==> src/sv/vrs_pkg.sv <==
package vrs_pkg;

    localparam int GRID_BITS   = 4;
    localparam int ADDR_W      = 3 * GRID_BITS;
    localparam int CELL_W      = 12;
    localparam int POS_W       = 27;
    localparam int CAM_W       = 24;
    localparam int DIR_W       = 16;
    localparam int AMB_W       = 9;
    localparam int TMAX_W      = 32;
    localparam int QUO_W       = 31;
    localparam int T_W         = 22;
    localparam int BRIGHT_W    = 23;
    localparam int DIV_STEPS   = 31;
    localparam int MAX_DIST    = 32;

    localparam logic [TMAX_W-1:0] DIST_LIMIT  = TMAX_W'(MAX_DIST * 65536);
    localparam logic [TMAX_W-1:0] NEVER       = {TMAX_W{1'b1}};
    localparam logic [QUO_W-1:0]  DELTA_NUM   = QUO_W'(32'h4000_0000);
    localparam logic [31:0]       MISS_COLOR  = 32'h0000_00FF;
    localparam logic [AMB_W-1:0]  AMB_FULL    = AMB_W'(256);
    localparam logic signed [23:0] NUDGE_Q16  = 24'sd66;

    localparam logic [2:0] CFG_CAMERA_X = 3'd0;
    localparam logic [2:0] CFG_CAMERA_Y = 3'd1;
    localparam logic [2:0] CFG_CAMERA_Z = 3'd2;
    localparam logic [2:0] CFG_LIGHT_X  = 3'd3;
    localparam logic [2:0] CFG_LIGHT_Y  = 3'd4;
    localparam logic [2:0] CFG_LIGHT_Z  = 3'd5;
    localparam logic [2:0] CFG_AMBIENT  = 3'd6;

    typedef struct packed {
        logic       store;
        logic       load;
        logic       walk_init;
        logic [1:0] axis;
        logic       div_start;
        logic       div_delta;
        logic       div_load_t;
        logic       div_load_d;
        logic       advance;
        logic       save_prim;
        logic       org_mul;
        logic       org_add;
        logic       shad_set;
        logic       shade;
        logic       finish;
        logic       finish_miss;
    } vrs_cmd_t;

    typedef struct packed {
        logic       div_done;
        logic       dist_over;
        logic       cell_hit;
        logic [2:0] axis_zero;
    } vrs_status_t;

endpackage

==> src/sv/vrs_ctrl.sv <==
module vrs_ctrl
(
    input  logic                  clk,
    input  logic                  rst_n,
    input  logic                  start,
    input  logic                  operation,
    input  vrs_pkg::vrs_status_t  status,
    output vrs_pkg::vrs_cmd_t     cmd,
    output logic                  busy
);

    localparam logic [3:0] ST_IDLE    = 4'd0;
    localparam logic [3:0] ST_INIT    = 4'd1;
    localparam logic [3:0] ST_AXIS    = 4'd2;
    localparam logic [3:0] ST_WAIT_T  = 4'd3;
    localparam logic [3:0] ST_WAIT_D  = 4'd4;
    localparam logic [3:0] ST_LOOKUP  = 4'd5;
    localparam logic [3:0] ST_TEST    = 4'd6;
    localparam logic [3:0] ST_ORG_MUL = 4'd7;
    localparam logic [3:0] ST_ORG_ADD = 4'd8;
    localparam logic [3:0] ST_SHADE   = 4'd9;
    localparam logic [3:0] ST_COLOR   = 4'd10;

    logic [3:0] state_reg, state_next;
    logic [1:0] axis_reg, axis_next;
    logic       phase_reg, phase_next;

    always_comb
    begin
        state_next = state_reg;
        axis_next  = axis_reg;
        phase_next = phase_reg;
        cmd        = '0;
        cmd.axis   = axis_reg;
        case (state_reg)
            ST_IDLE:
            begin
                if (start)
                begin
                    if (operation)
                    begin
                        cmd.load   = 1'b1;
                        phase_next = 1'b0;
                        state_next = ST_INIT;
                    end
                    else
                    begin
                        cmd.store = 1'b1;
                    end
                end
            end
            ST_INIT:
            begin
                cmd.walk_init = 1'b1;
                axis_next     = 2'd0;
                state_next    = ST_AXIS;
            end
            ST_AXIS:
            begin
                if (status.axis_zero[axis_reg])
                begin
                    axis_next  = axis_reg + 2'd1;
                    state_next = (axis_reg == 2'd2) ? ST_LOOKUP : ST_AXIS;
                end
                else
                begin
                    cmd.div_start = 1'b1;
                    state_next    = ST_WAIT_T;
                end
            end
            ST_WAIT_T:
            begin
                if (status.div_done)
                begin
                    cmd.div_load_t = 1'b1;
                    cmd.div_start  = 1'b1;
                    cmd.div_delta  = 1'b1;
                    state_next     = ST_WAIT_D;
                end
            end
            ST_WAIT_D:
            begin
                if (status.div_done)
                begin
                    cmd.div_load_d = 1'b1;
                    axis_next      = axis_reg + 2'd1;
                    state_next     = (axis_reg == 2'd2) ? ST_LOOKUP : ST_AXIS;
                end
            end
            ST_LOOKUP:
            begin
                if (status.dist_over)
                begin
                    if (phase_reg)
                    begin
                        state_next = ST_SHADE;
                    end
                    else
                    begin
                        cmd.finish_miss = 1'b1;
                        state_next      = ST_IDLE;
                    end
                end
                else
                begin
                    state_next = ST_TEST;
                end
            end
            ST_TEST:
            begin
                if (status.cell_hit)
                begin
                    if (phase_reg)
                    begin
                        cmd.shad_set = 1'b1;
                        state_next   = ST_SHADE;
                    end
                    else
                    begin
                        cmd.save_prim = 1'b1;
                        phase_next    = 1'b1;
                        axis_next     = 2'd0;
                        state_next    = ST_ORG_MUL;
                    end
                end
                else
                begin
                    cmd.advance = 1'b1;
                    state_next  = ST_LOOKUP;
                end
            end
            ST_ORG_MUL:
            begin
                cmd.org_mul = 1'b1;
                state_next  = ST_ORG_ADD;
            end
            ST_ORG_ADD:
            begin
                cmd.org_add = 1'b1;
                axis_next   = axis_reg + 2'd1;
                state_next  = (axis_reg == 2'd2) ? ST_INIT : ST_ORG_MUL;
            end
            ST_SHADE:
            begin
                cmd.shade  = 1'b1;
                state_next = ST_COLOR;
            end
            ST_COLOR:
            begin
                cmd.finish = 1'b1;
                state_next = ST_IDLE;
            end
            default:
            begin
                state_next = ST_IDLE;
            end
        endcase
    end

    always_ff @(posedge clk or negedge rst_n)
    begin
        if (!rst_n)
        begin
            state_reg <= ST_IDLE;
            axis_reg  <= 2'd0;
            phase_reg <= 1'b0;
        end
        else
        begin
            state_reg <= state_next;
            axis_reg  <= axis_next;
            phase_reg <= phase_next;
        end
    end

    assign busy = state_reg != ST_IDLE;

endmodule

==> config.mk <==
export PLATFORM = sky130hd
export DESIGN_NAME = vrs_ctrl
export DESIGN_NICKNAME = d
export VERILOG_FILES = /design/src/sv/vrs_pkg.sv /design/src/sv/vrs_ctrl.sv
export SDC_FILE = /design/constraint.sdc
export NUM_CORES = 1
export LEC_CHECK = 0
export BUFFER_PORTS_ARGS = -buffer_cell sky130_fd_sc_hd__buf_4
export CORE_UTILIZATION = 49
export CTS_CLUSTER_SIZE = 12
export DETAILED_ROUTE_END_ITERATION = 6
export GPL_TIMING_DRIVEN = 0
export PLACE_DENSITY = 0.85
export SLEW_MARGIN = 20
export SYNTH_ARGS = -nofsm -noshare
export SYNTH_HDL_FRONTEND = slang
export SYNTH_SLANG_ARGS = --single-unit
export TNS_END_PERCENT = 50
==> constraint.sdc <==
create_clock -name clk -period 2.1 [get_ports clk]
set_clock_uncertainty 0.15 [all_clocks]
set_input_delay 0.105 -clock clk [delete_from_list [all_inputs] [get_ports clk]]
set_output_delay 0.105 -clock clk [all_outputs]
set_load 0.03 [all_outputs]
==> results of run 1 <==
how the worst max path moves through the flow:
stage / start / endpoint / cells past startpoint
CTS: state_reg[2]$_DFFE_PN0P_ / cmd[11] / 5
detailed placement: state_reg[2]$_DFFE_PN0P_ / axis_reg[0]$_DFFE_PN0P_ / 5
global route: state_reg[0]$_DFFE_PN0P_ / cmd[16] / 6
finish: state_reg[0]$_DFFE_PN0P_ / cmd[16] / 6
floorplan: state_reg[3]$_DFFE_PN0P_ / state_reg[1]$_DFFE_PN0P_ / 5
global placement: state_reg[2]$_DFFE_PN0P_ / axis_reg[1]$_DFFE_PN0P_ / 5
per-stage QoR:
step / hold WS (ps) / utilization (%) / area [um2] / cells
after floorplan: -340.6 / - / 825.8 / 98
after global placement: -233.1 / 68.02 / 1049 / 141
after detailed placement: -228.6 / 68.02 / 1049 / 141
after CTS: 38.11 / 71.10 / 1096 / 147
after global routing: 46.23 / 71.83 / 1107 / 147
final: 35.22 / 71.83 / 1107 / 147
kinds of logic (layout without fill, tap and decap cells):
group | count (synthesis) | in the layout
flip-flops | 7 | 7
multiplexers | 3 | 3
AO/OA/AOI/OAI | 30 | 30
AND/OR/NAND/NOR | 41 | 41
buffers and inverters | 15 | 48
adder cells (fa/ha/maj) | 2 | 2
metal layers:
metal | GRT usage (%) | routed length, um
met5 | 0 | 0
met4 | 11.25 | 89
met3 | 2.979 | 235
met2 | 45.15 | 1176
met1 | 35.77 | 908
cell type report:
type                    count  share of cell area [%]
plain buffers               8                   5.650
clock buffers               3                   2.034
clock inverters             1                  0.4520
inverters                   7                   2.373
multi-input cells          76                   51.75
flip-flops and latches      7                   15.82
well taps                  16                   1.808
repair buffers             29                   20.11
worst reg2reg max path, stage by stage (launching register included):
cell,delay [ps]
dfrtp_1,420
buf_4,200
nor4b_4,300
o211ai_1,240
o211ai_2,150
mux2_1,360
layout by cell type, fill, tap and decap left out, types with 3 or more instances in the layout:
cell       n
o21ai_1    3
inv_1      5
nor3_1     5
nand2_1    5
nand2b_1   3
and3_1     3
o21ai_0    4
clkbuf_4   3
buf_6      3
buf_4     29
nor2b_1    3
a211oi_1   4
nor2_1     6
dfrtp_1    7
power by group:
| group | internal, mW | total [mW] | switching (mW) |
|---|---|---|---|
| clock network | 0.0702 | 0.131 | 0.0606 |
| logic | 0.492 | 1.17 | 0.680 |
| registers | 0.187 | 0.268 | 0.0805 |
| total | 0.749 | 1.57 | 0.821 |
repair_timing:
| action | CTS | global route |
|---|---|---|
| setup endpoints to repair | 0 | 2 |
| endpoints found under the hold margin | 8 | 0 |
| hold buffers | 2 | 0 |
| resized for setup | 0 | 2 |
==> flow_summary.html, run 1 <==
<table>
<tr><th>Metric</th><th>Value</th></tr>
<tr><th colspan="2">Drt</th></tr>
<tr><td>Ratio of routed vias to standard cells</td><td>about 6.4</td></tr>
<tr><td>Drt initial violations</td><td>50</td></tr>
<tr><td>Via count</td><td>between 900 and 1000</td></tr>
<tr><td>Post-DR wirelength/cell</td><td>around 16 um</td></tr>
<tr><td>Wire length reported by the detailed router</td><td>approximately 2.4 mm</td></tr>
<tr><td>Post-route DRC violation count</td><td>0</td></tr>
<tr><td>Drt pass-1 iters</td><td>4</td></tr>
<tr><td>Final antenna-violating net count</td><td>0</td></tr>
<tr><th colspan="2">Logic synthesis</th></tr>
<tr><td>Register area share after synthesis</td><td>around a fifth</td></tr>
<tr><td>Yosys top cell area share</td><td>approximately a fifth</td></tr>
<tr><td>Total of flip-flops plus latches after synthesis</td><td>7</td></tr>
<tr><td>Mapped Area</td><td>slightly above 800 um2</td></tr>
<tr><td>Number of synthesized flops with an enable pin</td><td>0</td></tr>
<tr><td>Number of distinct library cell variants in the gate-level netlist after synthesis</td><td>47</td></tr>
<tr><td>Fraction of synthesized area in multiplexers</td><td>approximately 4%</td></tr>
<tr><td>Xor/xnor share of the synthesized area</td><td>0%</td></tr>
<tr><td>Avg Synthesized Cell Area</td><td>between 8 and 9 um2</td></tr>
<tr><td>Post-synthesis adder-cell area fraction</td><td>under 10%</td></tr>
<tr><td>Most used flip-flop cell after synthesis</td><td>dfrtp_1</td></tr>
<tr><td>Commonest cells in the netlist</td><td>7 x dfrtp_1, 7 x nor2_1, 5 x inv_1, 5 x nand2_1, 5 x nor3_1</td></tr>
<tr><td>Main combinational cell family by area after synthesis</td><td>simple AND/OR/NAND/NOR gates</td></tr>
<tr><td>Syn. warnings</td><td>0</td></tr>
<tr><td>Synthesized-area fraction occupied by and/or/nand/nor cells</td><td>between 30% and 40%</td></tr>
<tr><td>Cell types with the largest area share after synthesis</td><td>dfrtp_1 21%, buf_6 4.1%, a211oi_1 3.7%, a2111oi_4 3.4%, nor2_1 3.2%</td></tr>
<tr><td>Complex-gate fraction of the synthesized area</td><td>~29%</td></tr>
<tr><td>Cell taking the most area after synthesis</td><td>dfrtp_1</td></tr>
<tr><td>Instance count of the mapped netlist</td><td>98</td></tr>
<tr><td>Synth Net Count</td><td>110</td></tr>
<tr><td>Post-synth ARST share</td><td>100.0%</td></tr>
<tr><th colspan="2">Timing</th></tr>
<tr><td>Sum Neg Setup Slack</td><td>0 ps</td></tr>
<tr><td>Post-route fraction of the period consumed by the critical path</td><td>between 90% and 100%</td></tr>
<tr><td>Slew @ Worst Pin</td><td>about 490 ps</td></tr>
<tr><td>Final Critical Period</td><td>roughly 2000 ps</td></tr>
<tr><td>Relative slew slack</td><td>66.59%</td></tr>
<tr><td>Number of failing hold endpoints at the final stage</td><td>0</td></tr>
<tr><td>Setup repair after global routing missed its margin</td><td>false</td></tr>
<tr><td>PnR worst setup slack</td><td>roughly 100 ps</td></tr>
<tr><td>Highest clock rate</td><td>between 0.4 and 0.5 GHz</td></tr>
<tr><td>Slew Viols, Final</td><td>0</td></tr>
<tr><td>Total of endpoints with negative setup slack in the final report</td><td>0</td></tr>
<tr><th colspan="2">Die</th></tr>
<tr><td>I/O pins</td><td>28</td></tr>
<tr><td>Effective utilization at floorplan</td><td>between 50% and 60%</td></tr>
<tr><td>Height of the chip</td><td>approximately 43 um</td></tr>
<tr><td>Count of standard-cell rows</td><td>14</td></tr>
<tr><td>Horizontal extent of the die</td><td>roughly 43 um</td></tr>
<tr><td>Placeable Area</td><td>about 1500 um2</td></tr>
<tr><td>Die area</td><td>roughly 1800 um2</td></tr>
<tr><th colspan="2">Placed design</th></tr>
<tr><td>HPWL after DPL</td><td>1.808 mm</td></tr>
<tr><td>Placement-stage worst setup slack</td><td>around 140 ps</td></tr>
<tr><td>Final RePlAce weighted congestion</td><td>a little over 0.9</td></tr>
<tr><td>Number of port buffers</td><td>27</td></tr>
<tr><th colspan="2">Clock network</th></tr>
<tr><td>Number of H-tree levels</td><td>1</td></tr>
<tr><td>Number of buffers between clock root and the deepest sink</td><td>2</td></tr>
<tr><td>Clock network latency to the later pin of the worst-skew pair</td><td>around 260 ps</td></tr>
<tr><td>Cts bufs inserted</td><td>3</td></tr>
<tr><td>Root buffer selected by CTS</td><td>clkbuf_4</td></tr>
<tr><td>Clock tree from TritonCTS</td><td>built</td></tr>
<tr><td>Num Clock Sinks</td><td>7</td></tr>
<tr><td>Clock-pin slew on the worst setup and hold paths</td><td>60 ps</td></tr>
<tr><td>Post-CTS setup buffers</td><td>0</td></tr>
<tr><th colspan="2">Power and ir drop</th></tr>
<tr><td>Pleak</td><td>approximately 0.50 nW</td></tr>
<tr><td>Total power</td><td>roughly 1.6 mW</td></tr>
<tr><td>Max VDD drop</td><td>0.0007138 V</td></tr>
<tr><td>Power density over the cells</td><td>around 1400 nW/um2</td></tr>
<tr><th colspan="2">Global route</th></tr>
<tr><td>Maximum number of pins on one net before global-route repair</td><td>11</td></tr>
<tr><td>Number of global-route vias before repair</td><td>830</td></tr>
<tr><td>First-pass GRT wire length</td><td>between 3 and 4 mm</td></tr>
<tr><td>Overall overflow remaining after global route</td><td>0</td></tr>
<tr><td>Antenna violations before repair</td><td>0</td></tr>
<tr><td>Total global-route track usage</td><td>27.33%</td></tr>
<tr><th colspan="2">Worst hold path</th></tr>
<tr><td>Worst Hold Class</td><td>in2async</td></tr>
<tr><th colspan="2">Critical path</th></tr>
<tr><td>Crit path cell chain</td><td>buf_6 &gt; buf_6 &gt; nor2_1 &gt; nand2_1 &gt; nor3b_2 &gt; buf_4</td></tr>
<tr><td>Highest-delay cell along the critical path</td><td>dfrtp_1</td></tr>
<tr><td>Signal arrival time at the worst endpoint</td><td>1750 ps</td></tr>
<tr><td>FF-to-FF setup slack</td><td>approximately 160 ps</td></tr>
<tr><td>Top Family by Delay on Critical Path</td><td>simple AND/OR/NAND/NOR gates</td></tr>
<tr><td>Required time at the endpoint of the critical path</td><td>approximately 1900 ps</td></tr>
<tr><td>Critical Path End Type</td><td>output pin</td></tr>
<tr><td>Critical path launch point type</td><td>flop</td></tr>
<tr><td>R2r endpoint</td><td>axis_reg[0]$_DFFE_PN0P_</td></tr>
<tr><td>Cell depth of the worst flop-to-flop path</td><td>5</td></tr>
<tr><td>Crit path max fanout</td><td>10</td></tr>
<tr><td>Stage delay of the slowest cell on the critical path</td><td>between 400 and 500 ps</td></tr>
<tr><td>Most used cell, CP</td><td>buf_6</td></tr>
<tr><td>Bufs and invs on worst path</td><td>3</td></tr>
<tr><td>Startpoint of the most critical register-to-register path</td><td>state_reg[2]$_DFFE_PN0P_</td></tr>
<tr><td>Type of the worst setup path</td><td>reg2out</td></tr>
<tr><th colspan="2">Layout</th></tr>
<tr><td>Diodes inserted</td><td>0</td></tr>
<tr><td>Flip-flop and latch area</td><td>175.2 um2</td></tr>
<tr><td>Share of layout cells above drive strength 1</td><td>about 36%</td></tr>
<tr><td>Layout area overhead</td><td>34.91%</td></tr>
<tr><td>Number of flip-flops under the largest register name</td><td>4</td></tr>
<tr><td>Number of filler cells placed in the layout</td><td>~130</td></tr>
<tr><td>Number of nets in the final layout</td><td>between 100 and 150</td></tr>
<tr><td>Area of the multi-input gates</td><td>573.1 um2</td></tr>
<tr><th colspan="2">Status</th></tr>
<tr><td>Status</td><td>finished clean</td></tr>
<tr><th colspan="2">Job</th></tr>
<tr><td>Max-Cap Viols</td><td>0</td></tr>
</table>
Note: power is estimated with default switching activity, not from simulation.
==> inputs of run 2 (changes only) <==
--- a/config.mk
+++ b/config.mk
@@ -11,6 +11,7 @@
 export DETAILED_ROUTE_END_ITERATION = 6
 export GPL_TIMING_DRIVEN = 0
 export PLACE_DENSITY = 0.85
+export RECOVER_POWER = 100
 export SLEW_MARGIN = 20
 export SYNTH_ARGS = -nofsm -noshare
 export SYNTH_HDL_FRONTEND = slang
==> flow_summary.html, run 2 (same netlist as run 1, synthesis figures left out) <==
<table>
<tr><th>Metric</th><th>Value</th></tr>
<tr><th colspan="2">Critical path</th></tr>
<tr><td>FF-to-FF setup slack</td><td>110 ps (was 160 ps)</td></tr>
<tr><td>Type of the worst setup path</td><td>reg2out (unchanged)</td></tr>
<tr><td>Critical Path End Type</td><td>output pin (unchanged)</td></tr>
<tr><td>Top Family by Delay on Critical Path</td><td>simple AND/OR/NAND/NOR gates (unchanged)</td></tr>
<tr><td>Highest-delay cell along the critical path</td><td>dfrtp_1 (unchanged)</td></tr>
<tr><td>Signal arrival time at the worst endpoint</td><td>1740 ps (was 1750 ps)</td></tr>
<tr><td>Required time at the endpoint of the critical path</td><td>1850 ps (about the same)</td></tr>
<tr><td>Crit path cell chain</td><td>buf_6 &gt; buf_6 &gt; nor2_1 &gt; nand2_1 &gt; nor3b_2 &gt; buf_4 (unchanged)</td></tr>
<tr><td>Most used cell, CP</td><td>buf_6 (unchanged)</td></tr>
<tr><td>Crit path max fanout</td><td>10 (unchanged)</td></tr>
<tr><td>Stage delay of the slowest cell on the critical path</td><td>430 ps (about the same)</td></tr>
<tr><td>Critical path launch point type</td><td>flop (unchanged)</td></tr>
<tr><td>Bufs and invs on worst path</td><td>3 (unchanged)</td></tr>
<tr><th colspan="2">Die</th></tr>
<tr><td>Placeable Area</td><td>1541 um2 (unchanged)</td></tr>
<tr><td>Count of standard-cell rows</td><td>14 (unchanged)</td></tr>
<tr><td>I/O pins</td><td>28 (unchanged)</td></tr>
<tr><td>Die area</td><td>1843 um2 (unchanged)</td></tr>
<tr><td>Horizontal extent of the die</td><td>42.93 um (unchanged)</td></tr>
<tr><td>Effective utilization at floorplan</td><td>53.25% (unchanged)</td></tr>
<tr><td>Height of the chip</td><td>42.93 um (unchanged)</td></tr>
<tr><th colspan="2">Clock network</th></tr>
<tr><td>Num Clock Sinks</td><td>7 (unchanged)</td></tr>
<tr><td>Root buffer selected by CTS</td><td>clkbuf_4 (unchanged)</td></tr>
<tr><td>Clock network latency to the later pin of the worst-skew pair</td><td>260 ps (about the same)</td></tr>
<tr><td>Number of buffers between clock root and the deepest sink</td><td>2 (unchanged)</td></tr>
<tr><td>Number of H-tree levels</td><td>1 (unchanged)</td></tr>
<tr><td>Clock tree from TritonCTS</td><td>built (unchanged)</td></tr>
<tr><td>Post-CTS setup buffers</td><td>0 (unchanged)</td></tr>
<tr><td>Cts bufs inserted</td><td>3 (unchanged)</td></tr>
<tr><td>Clock-pin slew on the worst setup and hold paths</td><td>60 ps (about the same)</td></tr>
<tr><th colspan="2">Timing</th></tr>
<tr><td>Slew Viols, Final</td><td>0 (unchanged)</td></tr>
<tr><td>Total of endpoints with negative setup slack in the final report</td><td>0 (unchanged)</td></tr>
<tr><td>Slew @ Worst Pin</td><td>482.9 ps (was 494.8 ps)</td></tr>
<tr><td>Post-route fraction of the period consumed by the critical path</td><td>94.89% (was 95.27%)</td></tr>
<tr><td>Setup repair after global routing missed its margin</td><td>false (unchanged)</td></tr>
<tr><td>Highest clock rate</td><td>0.5018 GHz (was 0.4998 GHz)</td></tr>
<tr><td>Number of failing hold endpoints at the final stage</td><td>0 (unchanged)</td></tr>
<tr><td>Sum Neg Setup Slack</td><td>0 ps (unchanged)</td></tr>
<tr><td>Final Critical Period</td><td>1993 ps (was 2001 ps)</td></tr>
<tr><td>Relative slew slack</td><td>67.40% (was 66.59%)</td></tr>
<tr><th colspan="2">Global route</th></tr>
<tr><td>First-pass GRT wire length</td><td>3.822 mm (unchanged)</td></tr>
<tr><td>Number of global-route vias before repair</td><td>830 (unchanged)</td></tr>
<tr><td>Maximum number of pins on one net before global-route repair</td><td>11 (unchanged)</td></tr>
<tr><td>Total global-route track usage</td><td>27.33% (unchanged)</td></tr>
<tr><td>Antenna violations before repair</td><td>0 (unchanged)</td></tr>
<tr><td>Overall overflow remaining after global route</td><td>0 (unchanged)</td></tr>
<tr><th colspan="2">Drt</th></tr>
<tr><td>Drt pass-1 iters</td><td>4 (unchanged)</td></tr>
<tr><td>Wire length reported by the detailed router</td><td>2.428 mm (was 2.409 mm)</td></tr>
<tr><td>Post-route DRC violation count</td><td>0 (unchanged)</td></tr>
<tr><td>Via count</td><td>947 (was 946)</td></tr>
<tr><td>Drt initial violations</td><td>50 (unchanged)</td></tr>
<tr><td>Final antenna-violating net count</td><td>0 (unchanged)</td></tr>
<tr><td>Ratio of routed vias to standard cells</td><td>6.442 (was 6.435)</td></tr>
<tr><td>Post-DR wirelength/cell</td><td>16.52 um (was 16.39 um)</td></tr>
<tr><th colspan="2">Power and ir drop</th></tr>
<tr><td>Total power</td><td>1.513 mW (was 1.570 mW)</td></tr>
<tr><td>Int Power</td><td>699.0 uW (was 749.3 uW)</td></tr>
<tr><td>Switching part of the total power</td><td>53.81% (was 52.28%)</td></tr>
<tr><td>Switching power</td><td>814.4 uW (was 820.9 uW)</td></tr>
<tr><td>Fraction of power consumed by combinational cells</td><td>73.7% (was 74.6%)</td></tr>
<tr><td>Flop pwr share</td><td>17.6% (was 17.0%)</td></tr>
<tr><td>Pleak</td><td>0.4632 nW (was 0.5017 nW)</td></tr>
<tr><td>Power density over the cells</td><td>1440 nW/um2 (was 1418 nW/um2)</td></tr>
<tr><td>Max VDD drop</td><td>0.0006786 V (was 0.0007138 V)</td></tr>
<tr><td>Relative contribution of the clock network to total power</td><td>8.7% (was 8.3%)</td></tr>
<tr><th colspan="2">Worst hold path</th></tr>
<tr><td>Worst Hold Class</td><td>in2reg (was in2async)</td></tr>
<tr><th colspan="2">Layout</th></tr>
<tr><td>Diodes inserted</td><td>0 (unchanged)</td></tr>
<tr><td>Share of layout cells above drive strength 1</td><td>29.77% (was 35.88%)</td></tr>
<tr><td>Number of flip-flops under the largest register name</td><td>4 (unchanged)</td></tr>
<tr><td>Number of nets in the final layout</td><td>144 (unchanged)</td></tr>
<tr><td>Layout area overhead</td><td>28.05% (was 34.91%)</td></tr>
<tr><td>Most frequent cells in the layout</td><td>12 x buf_4, 9 x clkbuf_2, 8 x clkbuf_1 (was 29 x buf_4, 7 x dfrtp_1, 6 x nor2_1)</td></tr>
<tr><td>Utilization after layout</td><td>68.18% (was 71.83%)</td></tr>
<tr><td>Most frequent standard cell in the layout excluding fill and tap cells</td><td>buf_4 (unchanged)</td></tr>
<tr><th colspan="2">Placed design</th></tr>
<tr><td>HPWL after DPL</td><td>1.808 mm (unchanged)</td></tr>
<tr><td>Number of port buffers</td><td>27 (unchanged)</td></tr>
<tr><td>Final RePlAce weighted congestion</td><td>0.9329 (unchanged)</td></tr>
<tr><th colspan="2">Status</th></tr>
<tr><td>Status</td><td>finished clean (unchanged)</td></tr>
<tr><th colspan="2">Job</th></tr>
<tr><td>Max-Cap Viols</td><td>0 (unchanged)</td></tr>
</table>
run 2: changes by cell type in the layout (fill, tap and decap cells not counted), sizes merged:
cell | before | now
buf | 34 | 18
clkbuf | 4 | 20
run 2: worst reg2reg max path, delay by kind of cell, from the launching register on:
family	cells	cell delay, ps
compound gates	2	430
buf+inv	1	200
flops	1	420
mux	1	370
simple gates	1	290
run 2: area by class of cell:
class,instances,area [um2]
fillers,133,490.5
clock inverters,1,5.005
repair buffers,29,171.4
clock buffers,3,22.52
plain buffers,8,62.56
inverters,7,26.28
flip-flops and latches,7,175.2
multi-input cells,76,568.0
well taps,16,20.02
run 2: worst paths after layout:
| check | to | start | cells after the start |
|---|---|---|---|
| min in group asynchronous | phase_reg$_DFFE_PN0P_ | rst_n | 2 |
| min reg2reg | axis_reg[1]$_DFFE_PN0P_ | axis_reg[1]$_DFFE_PN0P_ | 1 |
| min | phase_reg$_DFFE_PN0P_ | status[3] | 3 |
| max reg2reg | axis_reg[0]$_DFFE_PN0P_ | state_reg[2]$_DFFE_PN0P_ | 5 |
| max | cmd[16] | state_reg[0]$_DFFE_PN0P_ | 6 |
| max in group asynchronous | state_reg[1]$_DFFE_PN0P_ | rst_n | 2 |
run 2: repair_timing:
action / CTS / global route
hold endpoints to repair: 8 / 0
gates resized for setup: 0 / 2
setup endpoints to repair: 0 / 2
hold buffers: 2 / 0
run 2: layer usage:
metal / GRT usage, % / vias up / share of wire (%)
li1: - / 434 / -
met1: 35.77 / 441 / 40
met2: 45.15 / 57 / 49
met3: 2.979 / 15 / 8.0
met4: 11.25 / 0 / 3.0
met5: 0 / - / 0
run 2: power groups by stage:
stage | Sequential [mW] | Clock, mW | Combinational, mW
after floorplan | 0.275 | 0 | 0.812
after CTS | 0.262 | 0.132 | 1.14
after global routing | 0.277 | 0.138 | 1.19
after global placement | 0.263 | 0 | 1.11
after detailed placement | 0.264 | 0 | 1.13
final | 0.266 | 0.132 | 1.12
run 2: per-stage QoR:
stage / setup slack, ps / hold WS [ps] / std cells / area (um2)
final: 107.2 / 61.13 / 147 / 1051
after CTS: 102.6 / 38.11 / 147 / 1096
after global placement: 150.6 / -233.1 / 141 / 1049
after global routing: 20.32 / 92.85 / 147 / 1051
after detailed placement: 138.5 / -228.6 / 141 / 1049
after floorplan: 117.7 / -340.6 / 98 / 825.8
